$ cat src/rtl/spiral_matrix_fill_top_defines.svh
// -----------------------------------------------------------------------------
// Spiral matrix fill assertion macros
// Shared concurrent assertion forms for the spiral matrix fill block.
// -----------------------------------------------------------------------------
`ifndef SPIRAL_MATRIX_FILL_TOP_DEFINES_SVH
`define SPIRAL_MATRIX_FILL_TOP_DEFINES_SVH

// antecedent holds -> consequent holds in the same cycle
`define SMF_ASSERT_IMPL(lbl, clk, rst, ante, cons) \
   lbl: assert property (@(posedge clk) disable iff (rst) (ante) |-> (cons)) \
      else $error("spiral fill: implication check failed");

// antecedent holds -> consequent holds in the next cycle
`define SMF_ASSERT_NEXT(lbl, clk, rst, ante, cons) \
   lbl: assert property (@(posedge clk) disable iff (rst) (ante) |=> (cons)) \
      else $error("spiral fill: next-cycle check failed");

// expression never holds
`define SMF_ASSERT_NEVER(lbl, clk, rst, expr) \
   lbl: assert property (@(posedge clk) disable iff (rst) !(expr)) \
      else $error("spiral fill: forbidden condition seen");

`endif

$ cat src/rtl/smf_pkg.sv
// -----------------------------------------------------------------------------
// Spiral matrix fill package
// Types and constants shared by the spiral fill walk and top level.
// -----------------------------------------------------------------------------
package smf_pkg;

   localparam int DIM_W   = 11;   // rows / cols register width
   localparam int POS_W   = 10;   // row / column field width
   localparam int VALUE_W = 10;
   localparam int DATA_W  = 11;   // signed cell data
   localparam int WALK_W  = 12;   // signed walk coordinates and bounds
   localparam int FULL_W  = 21;   // r*cols + c before range check
   localparam int EPOCH_W = 3;    // clear generation tag kept with each cell

   localparam logic [DIM_W-1:0]  DIM_MAX    = 11'd1024;
   localparam logic [DATA_W-1:0] CELL_EMPTY = 11'h7FF;   // -1

   typedef enum logic [1:0] {
      OP_CLEAR = 2'd0,
      OP_PLACE = 2'd1,
      OP_READ  = 2'd2,
      OP_NONE  = 2'd3
   } opcode_type;

   typedef enum logic [1:0] {
      HEAD_RIGHT = 2'd0,
      HEAD_DOWN  = 2'd1,
      HEAD_LEFT  = 2'd2,
      HEAD_UP    = 2'd3
   } heading_type;

   localparam logic CSR_ROWS = 1'b0;
   localparam logic CSR_COLS = 1'b1;

   typedef struct packed {
      logic restart;
      logic advance;
   } walk_ctrl_type;

endpackage

$ cat src/rtl/smf_walk.sv
// -----------------------------------------------------------------------------
// Spiral fill walk
// Holds the four bounds, heading, current position and placement count.
// -----------------------------------------------------------------------------
module smf_walk
   import smf_pkg::*;
#(
   parameter int CNT_W = 11
) (
   input  logic                     clock,
   input  logic                     reset,
   input  walk_ctrl_type            ctrl,
   input  logic [DIM_W-1:0]         rows,
   input  logic [DIM_W-1:0]         cols,
   output logic signed [WALK_W-1:0] cur_row,
   output logic signed [WALK_W-1:0] cur_col,
   output logic [CNT_W-1:0]         placed
);

   logic signed [WALK_W-1:0] top_ff, top_in;
   logic signed [WALK_W-1:0] bottom_ff, bottom_in;
   logic signed [WALK_W-1:0] left_ff, left_in;
   logic signed [WALK_W-1:0] right_ff, right_in;
   logic signed [WALK_W-1:0] cur_row_ff, cur_row_in;
   logic signed [WALK_W-1:0] cur_col_ff, cur_col_in;
   heading_type              heading_ff, heading_in;
   logic [CNT_W-1:0]         placed_ff, placed_in;

   always_comb begin
      top_in     = top_ff;
      bottom_in  = bottom_ff;
      left_in    = left_ff;
      right_in   = right_ff;
      cur_row_in = cur_row_ff;
      cur_col_in = cur_col_ff;
      heading_in = heading_ff;
      placed_in  = placed_ff;
      priority if (ctrl.restart) begin
         top_in     = '0;
         left_in    = '0;
         bottom_in  = $signed({1'b0, rows}) - 12'sd1;
         right_in   = $signed({1'b0, cols}) - 12'sd1;
         cur_row_in = '0;
         cur_col_in = '0;
         heading_in = HEAD_RIGHT;
         placed_in  = '0;
      end else if (ctrl.advance) begin
         placed_in = placed_ff + CNT_W'(1);
         unique case (heading_ff)
            HEAD_RIGHT: begin
               if (cur_col_ff < right_ff) begin
                  cur_col_in = cur_col_ff + 12'sd1;
               end else begin
                  top_in     = top_ff + 12'sd1;
                  heading_in = HEAD_DOWN;
                  cur_row_in = cur_row_ff + 12'sd1;
               end
            end
            HEAD_DOWN: begin
               if (cur_row_ff < bottom_ff) begin
                  cur_row_in = cur_row_ff + 12'sd1;
               end else begin
                  right_in   = right_ff - 12'sd1;
                  heading_in = HEAD_LEFT;
                  cur_col_in = cur_col_ff - 12'sd1;
               end
            end
            HEAD_LEFT: begin
               if (cur_col_ff > left_ff) begin
                  cur_col_in = cur_col_ff - 12'sd1;
               end else begin
                  bottom_in  = bottom_ff - 12'sd1;
                  heading_in = HEAD_UP;
                  cur_row_in = cur_row_ff - 12'sd1;
               end
            end
            HEAD_UP: begin
               if (cur_row_ff > top_ff) begin
                  cur_row_in = cur_row_ff - 12'sd1;
               end else begin
                  left_in    = left_ff + 12'sd1;
                  heading_in = HEAD_RIGHT;
                  cur_col_in = cur_col_ff + 12'sd1;
               end
            end
         endcase
      end else begin
         placed_in = placed_ff;
      end
   end

   always_ff @(posedge clock) begin
      if (reset) begin
         top_ff     <= '0;
         bottom_ff  <= '0;    // rows reset to 1
         left_ff    <= '0;
         right_ff   <= '0;    // cols reset to 1
         cur_row_ff <= '0;
         cur_col_ff <= '0;
         heading_ff <= HEAD_RIGHT;
         placed_ff  <= '0;
      end else begin
         top_ff     <= top_in;
         bottom_ff  <= bottom_in;
         left_ff    <= left_in;
         right_ff   <= right_in;
         cur_row_ff <= cur_row_in;
         cur_col_ff <= cur_col_in;
         heading_ff <= heading_in;
         placed_ff  <= placed_in;
      end
   end

   assign cur_row = cur_row_ff;
   assign cur_col = cur_col_ff;
   assign placed  = placed_ff;

endmodule

$ cat config.mk
export PLATFORM = sky130hd
export DESIGN_NAME = smf_walk
export DESIGN_NICKNAME = d
export VERILOG_FILES = /design/src/rtl/spiral_matrix_fill_top_defines.svh /design/src/rtl/smf_pkg.sv /design/src/rtl/smf_walk.sv
export SDC_FILE = /design/constraint.sdc
export NUM_CORES = 1
export LEC_CHECK = 0
export BUFFER_PORTS_ARGS = -buffer_cell sky130_fd_sc_hd__buf_4
export CAP_MARGIN = 15
export CORE_MARGIN = 5
export CORE_UTILIZATION = 65
export DETAILED_ROUTE_END_ITERATION = 6
export PLACE_DENSITY_LB_ADDON = 0.12
export SYNTH_ARGS = -nofsm -noshare
export SYNTH_HDL_FRONTEND = slang
export SYNTH_SLANG_ARGS = --single-unit
$ cat constraint.sdc
create_clock -name clock -period 4.27 [get_ports clock]
set_input_delay 0.854 -clock clock [delete_from_list [all_inputs] [get_ports clock]]
set_output_delay 0.854 -clock clock [all_outputs]
set_load 0.02 [all_outputs]
==> results.json <==
{
  "holdWs_ps": 468,
  "critPathLaunchType": "register",
  "clockBufferDepth": 2,
  "syn_inst": 817,
  "first_iter_violations": 363,
  "grt-ovfl-total": 0,
  "slew_headroom_pct": 38.7,
  "syn_avg_cell_area_um2": 7.96,
  "cts_setup_buffers": 0,
  "slowest_stage": "or4_1",
  "synth_fp_nets": 923,
  "hold_path.class": "reg2reg",
  "crit_chain": "inv_1 > ha_1 > nor2_1 > inv_1 > ha_1 > a211o_1 > o211ai_1 > a211oi_1 > nor3_1 > or4_1 > a211o_1 > nand4_1",
  "ys_warn_count": 0,
  "cpPeakStageDelay_ps": 520,
  "cp.required_ps": 4590,
  "crit_arrival_ps": 3770,
  "async_reset_ff_share_pct": 0,
  "max_freq_mhz": 290,
  "crit_family": "simple AND/OR/NAND/NOR gates",
  "grt_max_degree": 41,
  "first_pass_iters": 5,
  "clock-skew-final_ps": 10.7,
  "worst_pin_slew_ps": 920,
  "num-fill-cells": 807,
  "fin_crit_ps": 3450,
  "drive_gt1_share_pct": 10.7,
  "vias": 6209,
  "rows": 36,
  "powerDensity_nw_per_um2": 229,
  "slew_violations": 0,
  "grt_pass1_vias": 5836,
  "holdBufCountCts": 0,
  "end_kind": "register",
  "drc": 0,
  "place_inst": 984,
  "critical_path_depth": 12,
  "final_cell_mix": "dfxtp_1, ha_1, inv_1",
  "fin_util_pct": 73.7,
  "ir_drop_mv": 0.205,
  "p_leak_uw": 0.00304,
  "start_util_pct": 66.6,
  "hpwl_um": 12400,
  "rsz0062_at_grt": "no",
  "numCtsBuffers": 9,
  "grt_pass1_wl_um": 26600,
  "synth_edf_count": 0,
  "insertion_delay_ps": 380,
  "hold_violations": 0,
  "root_buffer": "clkbuf_8",
  "maxCapViolations": 0,
  "routed_via_density": 6.21,
  "hold_depth": 2,
  "die_h_um": 110,
  "io_pins": 61,
  "synth-seq-cells": 85,
  "status": "finished clean",
  "final_cells": 1000,
  "synth_flop_cell": "dfxtp_1",
  "critPathKind": "reg2reg",
  "port_buffers": 60,
  "ys_seq_area_share_pct": 26.2,
  "totalWireLength_um": 16300,
  "nets": 968,
  "min_period_over_period_pct": 80.7,
  "r2r_cells": 12,
  "areaGrowthSynthToFinish_pct": 10.8,
  "die_w_um": 110,
  "syn_area_um2": 6500,
  "globalRouteTotalUtil_pct": 27.4,
  "cts_tree": "done",
  "diodes": 0,
  "cts_resized": 0,
  "antenna_found_initial": 0,
  "core_region_area_um2": 9770,
  "clock_sinks": 85,
  "wire_per_inst_um": 16.3,
  "place_congestion": 0.947,
  "power_uw": 1650,
  "path_clk_slew_ps": 90,
  "critPathBufInv": 2,
  "h-tree-depth": 3,
  "critPathMaxFanout": 12,
  "postRouteAntennaNets": 0,
  "final_common_cell": "dfxtp_1",
  "die_area_um2": 12100,
  "tns_ps": 0,
  "setup_violations": 0,
  "ys_types": 63
}
[worst paths after layout]
path                 start           to  slack [ps]
max reg2reg  heading_ff[0]  cur_row[11]         820
min reg2reg    left_ff[10]  left_ff[10]         470
max          heading_ff[0]  cur_row[11]         820
min            left_ff[10]  left_ff[10]         470
[metrics by stage]
stage	setup WS [ps]	instance area [um^2]
after floorplan	1340	6500
after global placement	1110	7030
after detailed placement	933	7030
after CTS	913	7210
after global routing	658	7210
final	824	7210
[worst reg2reg max path, cell delays in order, from the launching register on]
cell and delay [ps]:
dfxtp_1 390, inv_1 100, ha_1 300, nor2_1 270, inv_1 290, ha_1 400
a211o_1 130, o211ai_1 160, a211oi_1 340, nor3_1 160, or4_1 520, a211o_1 270
nand4_1 70
[metal layers]
metal | wire, um | GRT usage (%) | up-vias
li1 | - | - | 3059
met5 | 0 | 0 | -
met3 | 872 | 6.23 | 39
met1 | 7010 | 32.3 | 2931
met4 | 380 | 9.35 | 0
met2 | 8020 | 48.7 | 180
[kinds of logic after synthesis]
group	count (synthesis)	synth area share [%]
AO/OA/AOI/OAI	204	20.3
buffers and inverters	98	5.79
flip-flops	85	26.2
adder cells (fa/ha/maj)	80	15.6
AND/OR/NAND/NOR	276	22.1
XOR/XNOR	71	9.56
multiplexers	3	0.481
[cells in the mapped netlist, drive strengths merged (3+ instances only)]
cell     instances  share of area, %
o21ai           40               3.1
or3             12               1.2
or4              6              0.69
nor3            32               2.5
a21oi           66               5.1
and3             9              0.87
and4             4              0.58
xor2            16               2.2
or2              4              0.38
a31oi            5              0.48
nand2b          10              0.96
a2111oi          5              0.77
inv             67               3.9
xnor2           55               7.4
nor2            62               3.6
nand4           22               2.1
a211oi          11               1.3
a311oi           6              0.81
and2             3              0.29
nor4            14               1.3
ha              78                15
nor2b            7              0.67
a21o            22               2.5
a221oi           4              0.54
nand3           48               3.8
a211o            9               1.2
o211ai           7              0.81
clkbuf          28               1.6
dfxtp           85                26
nand2           35               2.0
o22ai            4              0.38
o31ai            5              0.58
a31o             4              0.54
[report_power, final]
group	switching, uW	total (uW)	leakage (uW)	internal [uW]
combinational	168	281	0.00225	113
sequential	22.8	835	0.000691	812
clock	293	534	0.0000921	240
total	484	1650	0.00304	1170
[registers in the layout, indices dropped and copies added (netlist names)]
signal      count
placed         11
cur_col        12
cur_row        12
heading_ff      2
left_ff        12
bottom_ff      12
top_ff         12
right_ff       12
[cell type report]
type | instances | area, um^2 | share of cell area (%)
repair buffers | 64 | 480 | 6.67
inverters | 68 | 255 | 3.54
clock inverters | 4 | 22.5 | 0.312
well taps | 133 | 166 | 2.31
clock buffers | 12 | 155 | 2.15
multi-input cells | 634 | 4430 | 61.4
flip-flops and latches | 85 | 1700 | 23.6
(Power assumes the default switching activity.)
